[config.mk]
export PLATFORM = sky130hd
export DESIGN_NAME = qolm_mac
export DESIGN_NICKNAME = d
export VERILOG_FILES = /design/src/qolm_pkg.sv /design/src/qolm_mac.sv
export SDC_FILE = /design/constraint.sdc
export NUM_CORES = 2
export LEC_CHECK = 0
export ABC_AREA = 1
export BUFFER_PORTS_ARGS = -buffer_cell sky130_fd_sc_hd__buf_2
export CORE_ASPECT_RATIO = 1.25
export CORE_MARGIN = 5
export CORE_UTILIZATION = 56
export CTS_BUF_LIST = sky130_fd_sc_hd__clkbuf_8 sky130_fd_sc_hd__clkbuf_16
export DETAILED_ROUTE_END_ITERATION = 16
export PLACE_DENSITY_LB_ADDON = 0.3
export REMOVE_ABC_BUFFERS = 1
export SLEW_MARGIN = 20
export SYNTH_ARGS = -nofsm -noshare
export SYNTH_HDL_FRONTEND = slang
export SYNTH_SLANG_ARGS = --single-unit
[constraint.sdc]
create_clock -name clk -period 17.7 [get_ports clk]
set_input_delay 0.885 -clock clk [delete_from_list [all_inputs] [get_ports clk]]
set_output_delay 0.885 -clock clk [all_outputs]
set_load 0.02 [all_outputs]
[src/qolm_pkg.sv]
// Shared types, constants and the step program of the quadrotor observer and LQR mixer.
`timescale 1ns / 1ps
package qolm_pkg;

  // Default number of fractional bits of the state and I/O values.
  localparam int FRAC_BITS_DEF = 16;

  // Widths of the datapath.
  localparam int VAL_W   = 32;
  localparam int OPND_W  = 33;
  localparam int COEF_W  = 32;
  localparam int ACC_W   = 64;
  localparam int MOT_W   = 16;

  // Observer products are Q30 constants; results are rounded half up at bit 30.
  localparam int OBS_SHIFT = 30;

  // Scale of the observer constants and of the mixer constants.
  localparam longint Q30_SCALE = 64'sd1073741824;
  localparam longint E9        = 64'sd1000000000;
  localparam longint E9_HALF   = 64'sd500000000;

  // Observer constants: dt, dt*9.81, pi/180 and dt times each observer gain, in Q30.
  localparam longint C_DT  = (64'sd2000000 * Q30_SCALE + E9_HALF) / E9;
  localparam longint C_DTG = (64'sd19620000 * Q30_SCALE + E9_HALF) / E9;
  localparam longint C_D2R = (64'sd17453293 * Q30_SCALE + E9_HALF) / E9;
  localparam longint K_OX  = (64'sd35516364 * Q30_SCALE + E9_HALF) / E9;
  localparam longint K_OY  = (64'sd35444624 * Q30_SCALE + E9_HALF) / E9;
  localparam longint K_OZ  = (64'sd42860238 * Q30_SCALE + E9_HALF) / E9;
  localparam longint K_TH  = (64'sd68666667 * Q30_SCALE + E9_HALF) / E9;
  localparam longint K_PH  = (64'sd101500000 * Q30_SCALE + E9_HALF) / E9;
  localparam longint K_VX  = (64'sd240241914 * Q30_SCALE + E9_HALF) / E9;
  localparam longint K_VY  = (64'sd271830348 * Q30_SCALE + E9_HALF) / E9;
  localparam longint K_VZ  = (64'sd187000000 * Q30_SCALE + E9_HALF) / E9;

  // Mixer gains in units of 0.1.
  localparam longint MA = 64'sd34965310;
  localparam longint MB = 64'sd411098107;
  localparam longint MC = 64'sd1223786;

  // LQR gain times mixer gain, in Q8.
  localparam longint X_EY  = (64'sd118322 * MA * 256 + E9_HALF) / E9;
  localparam longint X_PHI = (64'sd499485 * MA * 256 + E9_HALF) / E9;
  localparam longint X_VY  = (64'sd141594 * MA * 256 + E9_HALF) / E9;
  localparam longint X_WX  = (64'sd89651 * MA * 256 + E9_HALF) / E9;
  localparam longint Y_EX  = (64'sd173205 * MA * 256 + E9_HALF) / E9;
  localparam longint Y_TH  = (64'sd623766 * MA * 256 + E9_HALF) / E9;
  localparam longint Y_VX  = (64'sd189279 * MA * 256 + E9_HALF) / E9;
  localparam longint Y_WY  = (64'sd99107 * MA * 256 + E9_HALF) / E9;
  localparam longint Z_PSI = (64'sd160000 * MB * 256 + E9_HALF) / E9;
  localparam longint Z_WZ  = (64'sd175942 * MB * 256 + E9_HALF) / E9;
  localparam longint F_EZ  = (64'sd6324555 * MC * 256 + E9_HALF) / E9;
  localparam longint F_VZ  = (64'sd7349171 * MC * 256 + E9_HALF) / E9;
  localparam longint F_K   = (64'sd35217900 * MC * 256 + E9_HALF) / E9;

  // Sign markers for steps that pass a stored sum instead of multiplying.
  localparam longint COEF_POS = 64'sd1;
  localparam longint COEF_NEG = -64'sd1;

  // Length of the step program and width of the step counter.
  localparam int NSTEP = 50;
  localparam int CNT_W = $clog2(NSTEP + 2);

  // Operand that a step feeds to the multiplier.
  typedef enum logic [4:0] {
    OP_GYRO_X, OP_GYRO_Y, OP_GYRO_Z, OP_ACCEL_Z, OP_ONE,
    OP_EX, OP_EY, OP_EZ,
    OP_VEL_X, OP_VEL_Y, OP_VEL_Z,
    OP_W_X, OP_W_Y, OP_W_Z,
    OP_YAW, OP_PITCH, OP_ROLL,
    OP_DPOS_X, OP_DPOS_Y, OP_DPOS_Z,
    OP_PX, OP_PY, OP_PZ, OP_PF
  } opnd_t;

  // Register that receives the finished sum of a group of steps.
  typedef enum logic [4:0] {
    DST_WX, DST_WY, DST_WZ,
    DST_POS_X, DST_POS_Y, DST_POS_Z,
    DST_YAW, DST_PITCH, DST_ROLL,
    DST_VEL_X, DST_VEL_Y, DST_VEL_Z,
    DST_PX, DST_PY, DST_PZ, DST_PF,
    DST_M1, DST_M2, DST_M3, DST_M4
  } dst_t;

  // Sequencer states.
  typedef enum logic [1:0] {
    ST_IDLE,
    ST_RUN,
    ST_FIN
  } state_t;

  // One entry of the step program.
  typedef struct packed {
    opnd_t                     opnd;
    logic signed [COEF_W-1:0]  coef;
    logic                      first;
    logic                      last;
    dst_t                      dst;
  } step_t;

  // Control from the sequencer to the arithmetic unit.
  typedef struct packed {
    logic valid;
    logic first;
    logic last;
    logic pass;
    dst_t dst;
  } mac_ctl_t;

  // Writeback request from the arithmetic unit.
  typedef struct packed {
    logic valid;
    dst_t dst;
  } mac_wb_t;

  // Builds one step entry.
  function automatic step_t mk(opnd_t op, longint c, logic f, logic l, dst_t d);
    step_t s;
    s.opnd  = op;
    s.coef  = COEF_W'(c);
    s.first = f;
    s.last  = l;
    s.dst   = d;
    return s;
  endfunction

  // Step program: gyro conversion, observer update, LQR sums, then motor sums.
  // Each consumer of a freshly written value sits at least three steps after
  // the last step of the group that writes it.
  function automatic step_t step_of(logic [CNT_W-1:0] idx);
    step_t s;
    case (idx)
      6'd0:  s = mk(OP_GYRO_X, C_D2R, 1'b1, 1'b1, DST_WX);
      6'd1:  s = mk(OP_GYRO_Y, C_D2R, 1'b1, 1'b1, DST_WY);
      6'd2:  s = mk(OP_GYRO_Z, C_D2R, 1'b1, 1'b1, DST_WZ);
      6'd3:  s = mk(OP_VEL_X, C_DT, 1'b1, 1'b0, DST_POS_X);
      6'd4:  s = mk(OP_EX, -K_OX, 1'b0, 1'b1, DST_POS_X);
      6'd5:  s = mk(OP_VEL_Y, C_DT, 1'b1, 1'b0, DST_POS_Y);
      6'd6:  s = mk(OP_EY, -K_OY, 1'b0, 1'b1, DST_POS_Y);
      6'd7:  s = mk(OP_VEL_Z, C_DT, 1'b1, 1'b0, DST_POS_Z);
      6'd8:  s = mk(OP_EZ, -K_OZ, 1'b0, 1'b1, DST_POS_Z);
      6'd9:  s = mk(OP_W_Z, C_DT, 1'b1, 1'b1, DST_YAW);
      6'd10: s = mk(OP_W_Y, C_DT, 1'b1, 1'b0, DST_PITCH);
      6'd11: s = mk(OP_EX, -K_TH, 1'b0, 1'b1, DST_PITCH);
      6'd12: s = mk(OP_W_X, C_DT, 1'b1, 1'b0, DST_ROLL);
      6'd13: s = mk(OP_EY, K_PH, 1'b0, 1'b1, DST_ROLL);
      6'd14: s = mk(OP_PITCH, C_DTG, 1'b1, 1'b0, DST_VEL_X);
      6'd15: s = mk(OP_EX, -K_VX, 1'b0, 1'b1, DST_VEL_X);
      6'd16: s = mk(OP_ROLL, -C_DTG, 1'b1, 1'b0, DST_VEL_Y);
      6'd17: s = mk(OP_EY, -K_VY, 1'b0, 1'b1, DST_VEL_Y);
      6'd18: s = mk(OP_ACCEL_Z, C_DTG, 1'b1, 1'b0, DST_VEL_Z);
      6'd19: s = mk(OP_ONE, -C_DTG, 1'b0, 1'b0, DST_VEL_Z);
      6'd20: s = mk(OP_EZ, -K_VZ, 1'b0, 1'b1, DST_VEL_Z);
      6'd21: s = mk(OP_DPOS_Y, X_EY, 1'b1, 1'b0, DST_PX);
      6'd22: s = mk(OP_ROLL, -X_PHI, 1'b0, 1'b0, DST_PX);
      6'd23: s = mk(OP_VEL_Y, X_VY, 1'b0, 1'b0, DST_PX);
      6'd24: s = mk(OP_W_X, -X_WX, 1'b0, 1'b1, DST_PX);
      6'd25: s = mk(OP_DPOS_X, -Y_EX, 1'b1, 1'b0, DST_PY);
      6'd26: s = mk(OP_PITCH, -Y_TH, 1'b0, 1'b0, DST_PY);
      6'd27: s = mk(OP_VEL_X, -Y_VX, 1'b0, 1'b0, DST_PY);
      6'd28: s = mk(OP_W_Y, -Y_WY, 1'b0, 1'b1, DST_PY);
      6'd29: s = mk(OP_YAW, -Z_PSI, 1'b1, 1'b0, DST_PZ);
      6'd30: s = mk(OP_W_Z, -Z_WZ, 1'b0, 1'b1, DST_PZ);
      6'd31: s = mk(OP_DPOS_Z, -F_EZ, 1'b1, 1'b0, DST_PF);
      6'd32: s = mk(OP_VEL_Z, -F_VZ, 1'b0, 1'b0, DST_PF);
      6'd33: s = mk(OP_ONE, F_K, 1'b0, 1'b1, DST_PF);
      6'd34: s = mk(OP_PX, COEF_NEG, 1'b1, 1'b0, DST_M1);
      6'd35: s = mk(OP_PY, COEF_NEG, 1'b0, 1'b0, DST_M1);
      6'd36: s = mk(OP_PZ, COEF_NEG, 1'b0, 1'b0, DST_M1);
      6'd37: s = mk(OP_PF, COEF_POS, 1'b0, 1'b1, DST_M1);
      6'd38: s = mk(OP_PX, COEF_NEG, 1'b1, 1'b0, DST_M2);
      6'd39: s = mk(OP_PY, COEF_POS, 1'b0, 1'b0, DST_M2);
      6'd40: s = mk(OP_PZ, COEF_POS, 1'b0, 1'b0, DST_M2);
      6'd41: s = mk(OP_PF, COEF_POS, 1'b0, 1'b1, DST_M2);
      6'd42: s = mk(OP_PX, COEF_POS, 1'b1, 1'b0, DST_M3);
      6'd43: s = mk(OP_PY, COEF_POS, 1'b0, 1'b0, DST_M3);
      6'd44: s = mk(OP_PZ, COEF_NEG, 1'b0, 1'b0, DST_M3);
      6'd45: s = mk(OP_PF, COEF_POS, 1'b0, 1'b1, DST_M3);
      6'd46: s = mk(OP_PX, COEF_POS, 1'b1, 1'b0, DST_M4);
      6'd47: s = mk(OP_PY, COEF_NEG, 1'b0, 1'b0, DST_M4);
      6'd48: s = mk(OP_PZ, COEF_POS, 1'b0, 1'b0, DST_M4);
      6'd49: s = mk(OP_PF, COEF_POS, 1'b0, 1'b1, DST_M4);
      default: s = mk(OP_ONE, COEF_POS, 1'b0, 1'b0, DST_M4);
    endcase
    return s;
  endfunction

endpackage

[src/qolm_mac.sv]
// Shared multiply-accumulate unit; rounds and saturates finished observer and motor sums.
`timescale 1ns / 1ps
module qolm_mac #(
  parameter int FRAC_BITS = qolm_pkg::FRAC_BITS_DEF
) (
  input  logic                                  clk,
  input  logic                                  rst,
  input  qolm_pkg::mac_ctl_t                    ctl,
  input  logic signed [qolm_pkg::OPND_W-1:0]    opnd,
  input  logic signed [qolm_pkg::COEF_W-1:0]    coef,
  input  logic signed [qolm_pkg::ACC_W-1:0]     pass_val,
  input  logic signed [qolm_pkg::VAL_W-1:0]     base,
  output qolm_pkg::mac_wb_t                     wb,
  output logic signed [qolm_pkg::ACC_W-1:0]     acc,
  output logic signed [qolm_pkg::VAL_W-1:0]     obs_res,
  output logic [qolm_pkg::MOT_W-1:0]            mot_res
);
  import qolm_pkg::*;

  localparam int MOT_SHIFT = FRAC_BITS + 8;
  localparam logic signed [ACC_W-1:0] OBS_BIAS = ACC_W'(64'sd1 <<< (OBS_SHIFT - 1));
  localparam logic signed [ACC_W-1:0] MOT_BIAS = ACC_W'(64'sd1 <<< (MOT_SHIFT - 1));
  localparam logic signed [VAL_W+2:0] SAT_HI = (VAL_W+3)'(64'sd2147483647);
  localparam logic signed [VAL_W+2:0] SAT_LO = (VAL_W+3)'(-64'sd2147483648);

  logic signed [OPND_W+COEF_W-1:0] mul_full;
  logic signed [ACC_W-1:0]         prod;
  logic signed [ACC_W-1:0]         prod_next;
  mac_ctl_t                        s1;
  mac_wb_t                         s2;
  logic signed [ACC_W-1:0]         bias;
  logic signed [ACC_W-1:0]         acc_in;
  logic signed [ACC_W-1:0]         rnd;
  logic signed [VAL_W+2:0]         obs_sum;
  logic signed [ACC_W-1:0]         mshift;

  // Product stage: one multiplier, or a signed pass of a stored sum.
  assign mul_full = opnd * coef;

  always_comb begin
    if (ctl.pass) begin
      prod_next = coef[COEF_W-1] ? -pass_val : pass_val;
    end else begin
      prod_next = mul_full[ACC_W-1:0];
    end
  end

  always_ff @(posedge clk) begin
    if (rst) begin
      s1.valid <= 1'b0;
      s1.first <= 1'b0;
      s1.last  <= 1'b0;
      s1.pass  <= 1'b0;
      s1.dst   <= DST_WX;
    end else begin
      s1 <= ctl;
    end
  end

  always_ff @(posedge clk) begin
    prod <= prod_next;
  end

  // Rounding bias that a group's first step loads with its product.
  always_comb begin
    case (s1.dst)
      DST_PX, DST_PY, DST_PZ, DST_PF: bias = '0;
      DST_M1, DST_M2, DST_M3, DST_M4: bias = MOT_BIAS;
      default:                        bias = OBS_BIAS;
    endcase
  end

  assign acc_in = s1.first ? bias : acc;

  // Accumulate stage.
  always_ff @(posedge clk) begin
    if (s1.valid) begin
      acc <= acc_in + prod;
    end
  end

  always_ff @(posedge clk) begin
    if (rst) begin
      s2.valid <= 1'b0;
      s2.dst   <= DST_WX;
    end else begin
      s2.valid <= s1.valid & s1.last;
      s2.dst   <= s1.dst;
    end
  end

  assign wb = s2;

  // Observer result: drop the Q30 fraction, add the old state and saturate.
  always_comb begin
    rnd     = acc >>> OBS_SHIFT;
    obs_sum = {rnd[VAL_W+1], rnd[VAL_W+1:0]} + {{3{base[VAL_W-1]}}, base};
    if (obs_sum > SAT_HI) begin
      obs_res = VAL_W'(SAT_HI);
    end else if (obs_sum < SAT_LO) begin
      obs_res = VAL_W'(SAT_LO);
    end else begin
      obs_res = obs_sum[VAL_W-1:0];
    end
  end

  // Motor result: integer part of the biased sum, clamped to the command range.
  always_comb begin
    mshift = acc >>> MOT_SHIFT;
    if (mshift < 0) begin
      mot_res = '0;
    end else if (mshift > ACC_W'(64'sd65535)) begin
      mot_res = '1;
    end else begin
      mot_res = mshift[MOT_W-1:0];
    end
  end

endmodule

# Yosys cells after proc, flatten, opt, wreduce, memory -nomap -nowiden
# Memory sizes are Yosys's and may differ from the RTL's. A register that Yosys moved wholly into a read port is not among the register bits.
# Cells that the tools add are included.
# word_totals
rom_bits	64
wordCells	26
inputBits	172
regBits	142
n_memories	1
output_inout_bits	118
# memory_table
name	words	width	read_ports	rd_clocked_by_memory_dff	wr	line	source
(no name shown)	32	2	1	1	0	qolm_mac.sv:66	case (s1.dst)
# op_classes
n_lt_le_gt_ge	4
n_addsub	3
n_mux	8
n_bitwise	1
mul	1
# op_table
op	count
$mux 64	3
$add 64x64->64	1
$mul 33x32->64	1
$mux 32	2
$neg 64->64	1
$gt 40x17->1 const B	1
$lt 40x1->1 const B	1
$add 34x32->35	1
$gt 35x32->1 const B	1
$lt 35x32->1 const B	1
$mux 16	2
$mux 5	1
$and 1x1->1	1

# Depth between registers and ports, before layout
# depth
word_depth	4
depth_mapped	32
depth_no_buf	30

# Worst setup path before layout
# OpenSTA, ideal clock, no wires.
# synth_timing
path_type	in2reg
start	input opnd[32] (netlist name)
end	register prod[62]
path_stages	28
arrival_time_ns	7.892
n_path_buf	2
setup_slack_ns	9.692
setup_ns	0.116
required_ns	17.584
cell_sequence	clkbuf_1 clkbuf_1 nand2_1 inv_1 fa_1 fa_1 fa_1 inv_1 fa_1 inv_1 fa_1 fa_1 inv_1 fa_1 inv_1 fa_1 ha_1 nand2_1 nor2_1 inv_1 nor2_1 inv_1 nor4_1 nand2_1 nand2_1 nand2_1 nand3_1 nand2_1
# synth_between
elab_chain_cells	2
# synth_rtl
item	line	source
start: declaration	qolm_mac.sv:9	input logic signed [qolm_pkg::OPND_W-1:0] opnd,
$mul 33x32->64	qolm_mac.sv:38	assign mul_full = opnd * coef;
$mux 64	qolm_mac.sv:41	if (ctl.pass) begin
via prod_next[62]	qolm_mac.sv:28	logic signed [ACC_W-1:0] prod_next;
end signal: assignment	qolm_mac.sv:61	prod <= prod_next;
end: declaration	qolm_mac.sv:27	logic signed [ACC_W-1:0] prod;
# The timed path passes the listed nets, and every way through them passes these cells.
# A chain may end at the register's enable or synchronous reset.

# Final worst setup path
# layout_timing
start	input opnd[32] (netlist name)
end	register prod[57]
# The elaborated chain is that of the path after synthesis.

==> out/results.tsv <==
stage	metric	value	unit
outcome	outcome	finished clean	
layout	fin area	0.0556	mm2
setup_path	Slowest cell on crit path	fa_1	
logic_synthesis	Synth area leaders	fa_1 (42%), inv_1 (14%), nand2_1 (14%), ha_1 (6.7%), edfxtp_1 (3.6%)	
grt	largest net degree at the start of global routing	71	
logic_synthesis	flops & latches, synth	144	
sta	total negative setup slack	0	ns
logic_synthesis	Yosys top cell by area	fa_1	
logic_synthesis	top cells by count, synth	inv_1 (1931), nand2_1 (1916), fa_1 (1105)	
sta	Slew Limit Fails	0	
logic_synthesis	Syn. warnings	0	
logic_synthesis	Synth cell types	47	
place	final RePlAce weighted congestion	1.04	
clocking	root buffer cell	clkbuf_16	
clocking	# H-tree levels	4	
setup_path	worst endpoint required time	18.06	ns
grt	first-pass GRT wire length	280000	um
sta	min Tclk post-route	8.75	ns
grt	total gr overflow	0	
logic_synthesis	Post-synth EDFFs	64	
drt	ANT nets after route	0	
sta	Rel. slew slack	0.285	
sta	unrepaired setup endpoints after global routing	no	
setup_path	CP max stage delay	0.89	ns
logic_synthesis	Post-synth ARST share	0	
setup_path	worst-path fanout max	32	
run	MaxCap Viol Count	0	
sta	Final setup violation count	0	
clocking	cts bufs inserted	17	
logic_synthesis	Syn Inst Count	7231	
setup_path	reg2reg end	acc[63]$_DFFE_PP_	
worst_hold_path	Hold Path Class	reg2reg	
drt	DRC viols	0	
setup_path	Critical Path Source Type	primary input	
clocking	clock latency on the worst-skew pair	0.47	ns
floorplan	io pins	290	
sta	Hold Worst Slack	0.408	ns
logic_synthesis	Post-Syn Area	0.0527	mm2
layout	share of layout cells above drive strength 1	0.0558	
place	detailed-placement wirelength estimate	154000	um
floorplan	effective utilization at floorplan	0.565	
sta	Worst-Margin Slew	1.06	ns
drt	Vias/cell	5.49	
place	Cell Area, Placed	0.0549	mm2
floorplan	die area	0.100	mm2
clocking	post-cts resize count	0	
grt	vias in the first global route	49700	
setup_path	Most common cell on crit path	fa_1	
place	I/O Buffers	289	
grt	initial antenna violation count	4	
clocking	Hold Buf Count CTS	0	
setup_path	delay-heaviest family, CP	adder cells	
drt	routed len/inst	20.9	um
setup_path	CP bufs+invs	7	
floorplan	Core Rows	125	
drt	vias	46900	
logic_synthesis	dominant cell by count in the synthesized netlist	inv_1	
sta	final period utilization	0.494	
grt	gr usage total	0.358	
clocking	CTS tree	done	
floorplan	Die Wd	284	um
sta	Final Hold Viols	0	
sta	f_max	114	MHz
sta	clock skew	0.0242	ns
drt	total routed wirelength	179000	um
logic_synthesis	dominant synthesized flop cell	dfxtp_1	
sta	worst setup margin	8.95	ns
clocking	CTS max path bufs	2	
worst_hold_path	HP Start	s1[4]$_SDFF_PP0_	
layout	Final nets	8873	
setup_path	Crit. End Element	flip-flop	
clocking	clock slew at reported path FFs	0.09	ns
logic_synthesis	Yosys top cell area share	0.420	
layout	area of the multi-input gates	0.0409	mm2
place	Setup Slack @ Placement	8.49	ns
floorplan	die height	353	um
floorplan	Core ar.	0.0932	mm2
setup_path	Arr. time, crit path	9.11	ns
layout	Reg area	0.00353	mm2
drt	first-pass iteration count of the detailed router	6	
setup_path	reg2reg path depth	16	
clocking	total setup buffers inserted after CTS	0	
drt	DRT iter0 DRCs	3381	
layout	# fillers	8808	
worst_hold_path	Hold Path Sink	wb[4]$_SDFF_PP0_	
logic_synthesis	sequential area share after synthesis	0.0669	
logic_synthesis	mean cell area of the mapped netlist	7.29	um2
setup_path	Worst R2R Setup Slack	13.55	ns
layout	synthesis-to-layout area growth	5.42	%
setup_path	kind of critical path	in2reg	
clocking	clock tree sinks	144	
setup_path	R2R Path Start	s1[7]$_SDFF_PP0_	
worst_hold_path	Hold Crit Depth	2	
[worst max path at each step]
stage                         from  cells after the start          endpoint
final                     opnd[32]                     25  prod[57]$_DFF_P_
after floorplan            coef[2]                     26  prod[62]$_DFF_P_
after detailed placement  opnd[32]                     25  prod[57]$_DFF_P_
after global routing      opnd[32]                     27  prod[62]$_DFF_P_
after global placement    opnd[32]                     27  prod[62]$_DFF_P_
after CTS                 opnd[32]                     25  prod[57]$_DFF_P_
[tightest hold or removal path, delay by kind of cell, from the launching register on]
kind                   cells  cell delay (ns)
buffers and inverters      1             0.04
DFF                        1             0.30
and+or+nand+nor            1             0.03
[sequential cells by signal, summed over array words and instances (netlist names)]
signal / flops
s1: 8
acc: 64
wb: 6
bias: 2
prod: 64
[layout by cell type (no fill, tap or decap), types with 76 or more instances in the layout]
master / synthesis / final
inv_1: 1931 / 1931
nand2_1: 1916 / 1916
fa_1: 1105 / 1105
nor2_1: 503 / 503
a21oi_1: 296 / 296
buf_2: 1 / 289
ha_1: 282 / 282
o21ai_0: 230 / 230
nand3_1: 226 / 226
dfxtp_1: 80 / 78
xor2_1: 76 / 76
[metrics by stage]
step	cells	utilization
after floorplan	6965	-
after global placement	8501	0.589
after detailed placement	8501	0.589
after CTS	8533	0.596
after global routing	8534	0.596
final	8537	0.596
[area by class of cell]
cell class,count,area share
antenna,4,0.000180
clock buffer,19,0.00856
clock inverter,13,0.00272
inverter,1935,0.131
multi-input combinational,4886,0.736
sequential,144,0.0635
tap,1206,0.0272
timing repair buffer,330,0.0316
[routing by layer]
metal	wire length, um	part of all wire	GRT usage
met1	64500	0.36	0.424
met2	91300	0.51	0.647
met3	12600	0.071	0.0445
met4	10400	0.058	0.165
met5	13	0.000073	0
[cell families (layout without fill, tap and decap cells)]
family	Yosys count	in the layout	synth area share
AOI/OAI and AO/OA	598	598	0.0601
other	0	4	0
adders and majority gates	1387	1387	0.487
buffers and inverters	2201	2297	0.158
and+or+nand+nor	2805	2805	0.213
DFF	144	144	0.0669
xor gates and xnor gates	96	96	0.0160
Power is not shown: default switching activity piles up to over one toggle a cycle in this logic, so the estimate is an artifact.
